### src/hw/rtl/pbsr_pkg.sv
`timescale 1ns / 1ps
package pbsr_pkg;
  localparam int FRAC_BITS = 16;
  localparam logic [1:0] OP_LOAD  = 2'd0;
  localparam logic [1:0] OP_POINT = 2'd1;
  localparam logic [1:0] OP_BOX   = 2'd2;
  localparam logic [2:0] REG_LEFT   = 3'd0;
  localparam logic [2:0] REG_TOP    = 3'd1;
  localparam logic [2:0] REG_WIDTH  = 3'd2;
  localparam logic [2:0] REG_HEIGHT = 3'd3;
  localparam logic [2:0] REG_EPS    = 3'd4;
  localparam int IN_W  = 232;
  localparam int OUT_W = 144;

  // viewport registers handed to the transform pipe
  typedef struct packed {
    logic signed [31:0] left;
    logic signed [31:0] top;
    logic [30:0]        width;
    logic [30:0]        height;
    logic [15:0]        eps;
  } view_cfg_t;

  // one corner travelling through the transform pipe
  typedef struct packed {
    logic        first;
    logic        last;
    logic        is_box;
    logic        bad;
  } corner_tag_t;

  // per corner result leaving the transform pipe
  typedef struct packed {
    corner_tag_t        tag;
    logic               ok;
    logic signed [31:0] sx;
    logic signed [31:0] sy;
    logic [16:0]        dep;
  } corner_res_t;
endpackage

### src/hw/rtl/pbsr_merge.sv
`timescale 1ns / 1ps
// folds corner results into one response per request
module pbsr_merge (
  input  logic                  clk,
  input  logic                  rst_n,
  input  logic                  en,
  input  logic                  in_v,
  input  pbsr_pkg::corner_res_t in_res,
  output logic                  out_v,
  output logic [143:0]          out_data
);
  logic any_r, v_r;
  logic signed [31:0] mnx_r, mny_r, mxx_r, mxy_r;
  logic [143:0] d_r;
  logic any_n;
  logic signed [31:0] mnx_n, mny_n, mxx_n, mxy_n;
  logic signed [32:0] dw, dh;
  logic [30:0] sw, sh;

  always_comb begin
    any_n = in_res.tag.first ? 1'b0 : any_r;
    mnx_n = mnx_r; mny_n = mny_r; mxx_n = mxx_r; mxy_n = mxy_r;
    if (in_res.ok) begin
      if (!any_n) begin
        mnx_n = in_res.sx; mxx_n = in_res.sx; mny_n = in_res.sy; mxy_n = in_res.sy;
      end else begin
        if (in_res.sx < mnx_n) mnx_n = in_res.sx;
        if (in_res.sx > mxx_n) mxx_n = in_res.sx;
        if (in_res.sy < mny_n) mny_n = in_res.sy;
        if (in_res.sy > mxy_n) mxy_n = in_res.sy;
      end
      any_n = 1'b1;
    end
    dw = 33'(mxx_n) - 33'(mnx_n);
    dh = 33'(mxy_n) - 33'(mny_n);
    sw = dw[32:31] != 2'b00 ? 31'h7fffffff : dw[30:0];
    sh = dh[32:31] != 2'b00 ? 31'h7fffffff : dh[30:0];
  end

  always_ff @(posedge clk) begin
    if (!rst_n) begin
      any_r <= 1'b0; v_r <= 1'b0;
    end else if (en) begin
      v_r <= in_v && in_res.tag.last;
      if (in_v) any_r <= any_n;
    end
  end
  always_ff @(posedge clk) begin
    if (en && in_v) begin
      mnx_r <= mnx_n; mny_r <= mny_n; mxx_r <= mxx_n; mxy_r <= mxy_n;
      if (in_res.tag.bad)
        d_r <= {{143{1'b0}}, !in_res.tag.first};
      else if (in_res.tag.is_box)
        d_r <= any_n ? {17'd0, sh, sw, mny_n, mnx_n, 1'b0} : {143'd0, 1'b1};
      else
        d_r <= in_res.ok ? {in_res.dep, 62'd0, in_res.sy, in_res.sx, 1'b0}
                         : {143'd0, 1'b1};
    end
  end
  assign out_v = v_r;
  assign out_data = d_r;
endmodule

### config.mk
export PLATFORM = sky130hd
export DESIGN_NAME = pbsr_merge
export DESIGN_NICKNAME = d
export VERILOG_FILES = /design/src/hw/rtl/pbsr_pkg.sv /design/src/hw/rtl/pbsr_merge.sv
export SDC_FILE = /design/constraint.sdc
export NUM_CORES = 1
export LEC_CHECK = 0
export BUFFER_PORTS_ARGS = -buffer_cell sky130_fd_sc_hd__buf_2
export CORE_ASPECT_RATIO = 1.5
export CORE_MARGIN = 5
export CORE_UTILIZATION = 40
export CTS_CLUSTER_DIAMETER = 120
export CTS_CLUSTER_SIZE = 28
export DETAILED_ROUTE_END_ITERATION = 6
export GPL_ROUTABILITY_DRIVEN = 0
export PLACE_DENSITY = 0.67
export SYNTH_ARGS = -nofsm -noshare
export SYNTH_HDL_FRONTEND = slang
export SYNTH_SLANG_ARGS = --single-unit
### constraint.sdc
create_clock -name clk -period 16.2 [get_ports clk]
set_input_delay 0.81 -clock clk [delete_from_list [all_inputs] [get_ports clk]]
set_output_delay 0.81 -clock clk [all_outputs]
set_load 0.05 [all_outputs]
==> results of run 1 <==
## state kept, by name, indices dropped and copies added (netlist names)
name / flops
out_data: 144
any_r: 1
mny_r: 32
mxx_r: 32
mxy_r: 32
out_v: 1
mnx_r: 32
## critical path: cells and delay by family
family                   cells  cell delay, ps
adder cells (fa/ha/maj)      2             520
multiplexers                 1             360
AND/OR/NAND/NOR              3            1030
buffers and inverters        3            1140
AO/OA/AOI/OAI               14            3800
## synth_stat cells, types with 3 or more instances
library cell	count	area [sq um]
ha_1	189	2360
clkbuf_1	45	169
a21oi_2	31	272
nor4_1	5	31.3
a211o_1	3	26.3
o2111ai_1	4	35.0
buf_1	4	15.0
and2_1	22	138
nand2_1	136	510
o21ai_0	144	721
nor3_1	7	35.0
nor2b_1	19	119
mux2i_1	32	320
o21a_1	44	330
o311ai_0	3	26.3
nand3_1	18	90.1
a31oi_1	8	50.1
a211oi_1	7	52.6
buf_6	3	33.8
or2_2	3	18.8
nor2_1	33	124
and4_1	3	26.3
nand4_1	23	144
nand2b_1	29	181
edfxtp_1	272	8170
o21bai_1	6	45.0
a21boi_0	8	60.1
xnor2_1	25	219
xor2_1	30	263
a21o_1	59	443
and3_1	12	75.1
a21oi_1	114	571
inv_1	175	657
mux2_2	34	383
o211ai_1	6	45.0
a22o_1	37	324
## kinds of logic after synthesis
| kind of cell | synth area share |
|---|---|
| AOI/OAI and AO/OA | 0.186 |
| xor gates and xnor gates | 0.0275 |
| adders and majority gates | 0.138 |
| buffers and inverters | 0.0499 |
| DFF | 0.469 |
| muxes | 0.0401 |
| and+or+nand+nor | 0.0904 |
## layout make-up
| class | instances | area, sq um |
|---|---|---|
| inverter | 175 | 657 |
| multi-input combinational | 1135 | 8480 |
| sequential | 274 | 8210 |
| clock inverter | 1 | 8.76 |
| tap | 576 | 721 |
| timing repair buffer | 248 | 1280 |
| antenna | 3 | 7.51 |
| fill | 4105 | 23900 |
| clock buffer | 17 | 340 |
## worst max path at each step
stage                     slack [ps]  cells past startpoint               start                         end
after global placement          8160                     23          in_res[26]  out_data[96]$_SDFFCE_PP0P_
after CTS                       8610                     23          in_res[26]  out_data[96]$_SDFFCE_PP0P_
after detailed placement        8070                     23          in_res[26]  out_data[96]$_SDFFCE_PP0P_
after global routing            8370                     23  mny_r[9]$_DFFE_PP_  out_data[96]$_SDFFCE_PP0P_
final                           8720                     23          in_res[26]  out_data[96]$_SDFFCE_PP0P_
after floorplan                 8260                      3                  en          any_r$_SDFFE_PN0P_
## per-stage QoR
step | instances | worst slack, ps
2_1_floorplan | 1636 | 8260
3_3_place_gp | 2408 | 8160
3_5_place_dp | 2408 | 8070
4_1_cts | 2426 | 8610
5_1_grt | 2426 | 8370
6_report | 2429 | 8720
## power groups by stage
stage	Sequential [W]	Combinational [W]	Clock (W)
2_1_floorplan	0.000935	0.000353	0
3_3_place_gp	0.000858	0.000562	0
5_1_grt	0.000847	0.000628	0.000422
4_1_cts	0.000843	0.000574	0.000402
6_report	0.000843	0.000570	0.000381
3_5_place_dp	0.000859	0.000570	0
## per-layer routing
metal / GRT usage / share of wire / wire length [um] / vias to the layer above
li1: - / - / - / 6445
met1: 0.196 / 0.38 / 17200 / 6198
met2: 0.360 / 0.54 / 24700 / 283
met3: 0.0281 / 0.044 / 2000 / 74
met4: 0.0626 / 0.034 / 1540 / 4
met5: 0 / 0.00046 / 21 / -
## cells in the final DEF (no fill, tap or decap), drive strengths merged, types with 32 or more instances in the layout
cell	netlist	final
nor2	33	33
nand2	136	136
a21oi	145	145
mux2i	32	32
o21ai	147	147
o21a	44	44
a21o	59	59
a22o	37	37
ha	189	189
mux2	34	34
buf	7	248
inv	175	175
edfxtp	272	272
==> results by group, run 1 <==
Yosys
  – Register area share after synthesis: 0.469
  – Number of synthesized flops with an enable pin: approximately 270
  – Avg Cell Area, Syn: 10.7 sq um
  – Count of state elements after synthesis: 274
  – Ys async rst share: 0
  – Post-Syn Nets: about 1900
  – Yosys Warn Count: 0
  – Ys flop type: edfxtp_1
  – Cells after Synth: 1636
  – Cell Area, Synth: 17500 sq um
  – Count of cell types in the netlist: 66

Finish
  – Layout Utilization: 0.452
  – Synthesis-to-layout area growth: 12.5%
  – Fin nets: 2128
  – Share of cells above drive strength 1: 0.188
  – Finished Cell Area: ~20000 sq um

Floorplanning
  – Starting Density: 0.401
  – FP Rows: 94
  – I/O Pins: approximately 240
  – Die width: 181 um
  – Die height: about 270 um
  – Core area: 43600 sq um
  – Full die area: 48200 sq um

Worst setup path
  – Setup crit end kind: flop
  – Slowest stage cell, crit path: nor3_4
  – Reg2reg start: mny_r[9]$_DFFE_PP_
  – R2r worst-path depth: 23
  – Critical Path RT: 16440 ps
  – FF-to-FF End: out_data[96]$_SDFFCE_PP0P_
  – Worst path arrival time: a little under 8000 ps
  – Worst-path fanout max: 27
  – Critical path type: input port to flop
  – Cell with the most instances on the worst path: o21ai_0
  – R2R setup slack: 8750 ps
  – Setup crit start kind: input port
  – Worst path cell trace: buf_2 -> ha_1 -> and3_1 -> a22o_1 -> o21ai_0 -> a311oi_1 -> nor3_4 -> buf_4 -> mux2i_1 -> ha_1 -> nor2b_1 -> o21a_1 -> o21ai_0 -> a211o_1 -> a21oi_1 -> a31o_2 -> o32ai_1 -> a221oi_1 -> a31oi_1 -> o21ai_0 -> a32o_2 -> buf_4 -> a21oi_1
  – Worst path max stage delay: 690 ps

Routing
  – WL final: 45500 um
  – Routed via count: ~13000
  – Drt drc: 0
  – Vias per cell: 5.35
  – Routed WL per cell: 18.7 um
  – Iteration-0 DRC Markers: ~680
  – Drt first pass iters: 5
  – Post-DRT Antenna Nets: 0

Timing
  – Max Clock Freq: about 130 MHz
  – Final Cycle Share: 0.462
  – Pins Over Slew Limit: 0
  – TNS Setup: 0 ps
  – RSZ-0062 raised after global routing: false
  – Layout Skew: 27.5 ps
  – Count of final setup violators: 0
  – Hold_ws: around 500 ps
  – Worst slew pin tran: ~1100 ps
  – Final hold vios: 0
  – Final Critical Period: approximately 7500 ps
  – Worst slew margin: 0.299

Power and ir drop
  – Net switching power: 0.000617 W
  – Sw Ratio: 0.344
  – Seq pwr share: 0.470
  – Combinational share of power: 0.318
  – Pwr/cell area: 91.1 nW/um^2
  – Clock share of power: 0.213
  – Pwr Total: 0.00179 W
  – Leak: 8.56 nW
  – Internal: 0.00118 W
  – Peak supply drop: 74.7 uV

GRT
  – Vias in the first global route: 13400
  – Initial antenna violation count: 5
  – Total GRT Usage: 0.183
  – Largest net degree at the start of global routing: 97
  – Grt ovf: 0
  – Global-route wire length before repair: between 70000 and 80000 um

Clock tree
  – CTS sink count: 274
  – Number of gates resized after CTS: 0
  – CTS tree: done
  – Skew-Pair Late Insertion Delay: 520 ps
  – Hold buffer count at CTS: 0
  – Postcts setup bufs: 0
  – H-tree Lvls: 1
  – Reg clk slew, reported paths: ~120 ps
  – Bufs on Longest Clock Path: 3
  – Num CTS Buffers: 13
  – Clk root buf: clkbuf_16

Min path
  – Min-Delay Startpoint: out_v$_SDFFE_PN0P_
  – Worst Hold Depth: 2
  – Hold crit path type: flop to flop
  – Hold endpoint: out_v$_SDFFE_PN0P_

Status
  – Status: complete, no violations

Placed design
  – Post-DP Area: 19300 sq um
  – PortBufs: 234
  – Hpwl dp: about 35000 um

Job
  – Max Cap Violations: 0
Power figures use the tool's default switching activity.
==> inputs of run 2 (changes only) <==
--- a/config.mk
+++ b/config.mk
@@ -13,7 +13,7 @@
 export CTS_CLUSTER_SIZE = 28
 export DETAILED_ROUTE_END_ITERATION = 6
 export GPL_ROUTABILITY_DRIVEN = 0
-export PLACE_DENSITY = 0.67
+export PLACE_DENSITY = 0.69
 export SYNTH_ARGS = -nofsm -noshare
 export SYNTH_HDL_FRONTEND = slang
 export SYNTH_SLANG_ARGS = --single-unit
==> constraint.sdc (replaced) <==
create_clock -name clk -period 6 [get_ports clk]
set_input_delay 0.3 -clock clk [delete_from_list [all_inputs] [get_ports clk]]
set_output_delay 0.3 -clock clk [all_outputs]
set_load 0.05 [all_outputs]
==> results by group, run 2 (synthesized netlist as in run 1, its figures left out) <==
Status
  – Status: complete, no violations

Worst setup path
  – R2r worst-path depth: 28
  – Setup crit start kind: flop
  – Critical Path RT: 6230 ps
  – Critical path type: flop to flop
  – Reg2reg start: mxy_r[1]$_DFFE_PP_
  – Slowest stage cell, crit path: or4_4
  – FF-to-FF End: out_data[99]$_SDFFCE_PP0P_
  – Worst-path fanout max: 5
  – R2R setup slack: between 100 and 150 ps
  – Worst path max stage delay: 470 ps
  – Setup crit end kind: flop
  – Worst path arrival time: 6090 ps

Power and ir drop
  – Leak: between 9 and 10 nW
  – Net switching power: 0.00179 W
  – Peak supply drop: approximately 190 uV
  – Sw Ratio: 0.342
  – Pwr/cell area: 242 nW/um^2
  – Clock share of power: 0.197
  – Internal: 0.00345 W
  – Seq pwr share: 0.434
  – Combinational share of power: 0.369

Job
  – Max Cap Violations: 0

Timing
  – Worst slew pin tran: 1060 ps
  – Layout Skew: approximately 21 ps
  – Worst slew margin: 0.293
  – Pins Over Slew Limit: 0
  – Max Clock Freq: 171 MHz
  – Count of final setup violators: 0
  – Final hold vios: 0
  – TNS Setup: 0 ps
  – Final Cycle Share: 0.976
  – Hold_ws: 55.7 ps
  – Final Critical Period: about 5900 ps

Clock tree
  – Reg clk slew, reported paths: 120 ps
  – Num CTS Buffers: 13
  – Bufs on Longest Clock Path: 3
  – Skew-Pair Late Insertion Delay: 510 ps
  – CTS tree: done
  – H-tree Lvls: 1
  – Clk root buf: clkbuf_16
  – CTS sink count: between 200 and 300

Routing
  – Post-DRT Antenna Nets: 0
  – Routed via count: 13700
  – Iteration-0 DRC Markers: 666
  – Vias per cell: 5.29
  – Drt drc: 0
  – Drt first pass iters: 5
  – WL final: 47600 um
  – Routed WL per cell: 18.4 um

Finish
  – Most frequent cells in the layout: edfxtp_1, buf_2, ha_1, inv_1, buf_4
  – Share of cells above drive strength 1: 0.295
  – Synthesis-to-layout area growth: 23.6%
  – Multi-input logic area: ~9000 sq um
  – Non-Filler Instances: 2594
  – FF/Latch Area: 8210 sq um
  – Layout Utilization: 0.496
  – Most common cell after layout, fill and taps aside: edfxtp_1
  – Finished Cell Area: approximately 22000 sq um
  – Fin nets: roughly 2300
  – Fillers: 3935
  – Max reg flops: 144

GRT
  – Grt ovf: 0
  – Initial antenna violation count: 5
  – Largest net degree at the start of global routing: 145
  – Vias in the first global route: between 10000 and 15000
  – Total GRT Usage: 0.186
  – Global-route wire length before repair: 73100 um

Min path
  – Worst Hold Depth: 3
  – Hold crit path type: input port to flop
  – Hold endpoint: out_v$_SDFFE_PN0P_
  – Min-Delay Startpoint: in_res[84]

Placed design
  – Hpwl dp: between 30000 and 40000 um
  – Post-DP Area: 20500 sq um
  – Placed cell count: 2556
  – PortBufs: 234

Floorplanning
  – Die height: roughly 270 um
  – I/O Pins: between 200 and 250
  – Full die area: roughly 48000 sq um
  – Starting Density: 0.401
  – Core area: about 44000 sq um
  – FP Rows: 94
  – Die width: 181 um
run 2: metal layers:
metal  global-route usage  up-vias  share of wire
met5                    0        -        0.00069
met4               0.0577        6          0.028
met3               0.0258       72          0.042
met2                0.374      304           0.55
met1                0.198     6575           0.38
li1                     -     6764              -
run 2: final cells by class:
type / count / area share
flip-flops and latches: 274 / 0.379
diodes: 3 / 0.000347
well taps: 576 / 0.0333
clock inverters: 1 / 0.000404
inverters: 175 / 0.0303
multi-input cells: 1135 / 0.415
clock buffers: 17 / 0.0157
repair buffers: 413 / 0.126
run 2: worst max-delay path by stage:
stage                             start                           to  slack [ps]
CTS                  mxy_r[7]$_DFFE_PP_   out_data[96]$_SDFFCE_PP0P_          10
finish               mxy_r[1]$_DFFE_PP_   out_data[99]$_SDFFCE_PP0P_         140
global placement             in_res[24]  out_data[118]$_SDFFCE_PP0P_        -520
detailed placement           in_res[24]  out_data[118]$_SDFFCE_PP0P_        -520
floorplan            mxx_r[1]$_DFFE_PP_   out_data[66]$_SDFFCE_PP0P_         160
global route        mxx_r[17]$_DFFE_PP_   out_data[71]$_SDFFCE_PP0P_        -180
run 2: critical path, delay by kind of cell (launching register included):
kind	cells	cell delay [ps]
AOI/OAI and AO/OA	16	2980
adders and majority gates	2	630
buffers and inverters	6	750
DFF	1	390
and+or+nand+nor	4	820
run 2: repair_timing:
item | CTS | global route
setup endpoints to repair | 50 | 62
gates resized for setup | 18 | 117
cloned | 1 | 3
endpoints found under the hold margin | 1 | 0
setup buffers | 2 | 10
pin swaps | 7 | 53
hold buffers | 1 | 0
run 2: power by group through the flow:
stage	sequential, W	clock (W)	combinational (W)
floorplan	0.00251	0	0.000953
global placement	0.00232	0	0.00171
detailed placement	0.00232	0	0.00173
CTS	0.00227	0.00108	0.00178
global route	0.00228	0.00114	0.00210
finish	0.00227	0.00103	0.00193
run 2: per-stage QoR:
step	power [W]	worst slack [ps]
final	0.00524	143
after CTS	0.00514	12.1
after detailed placement	0.00404	-516
after global placement	0.00402	-518
after global routing	0.00553	-180
after floorplan	0.00347	163
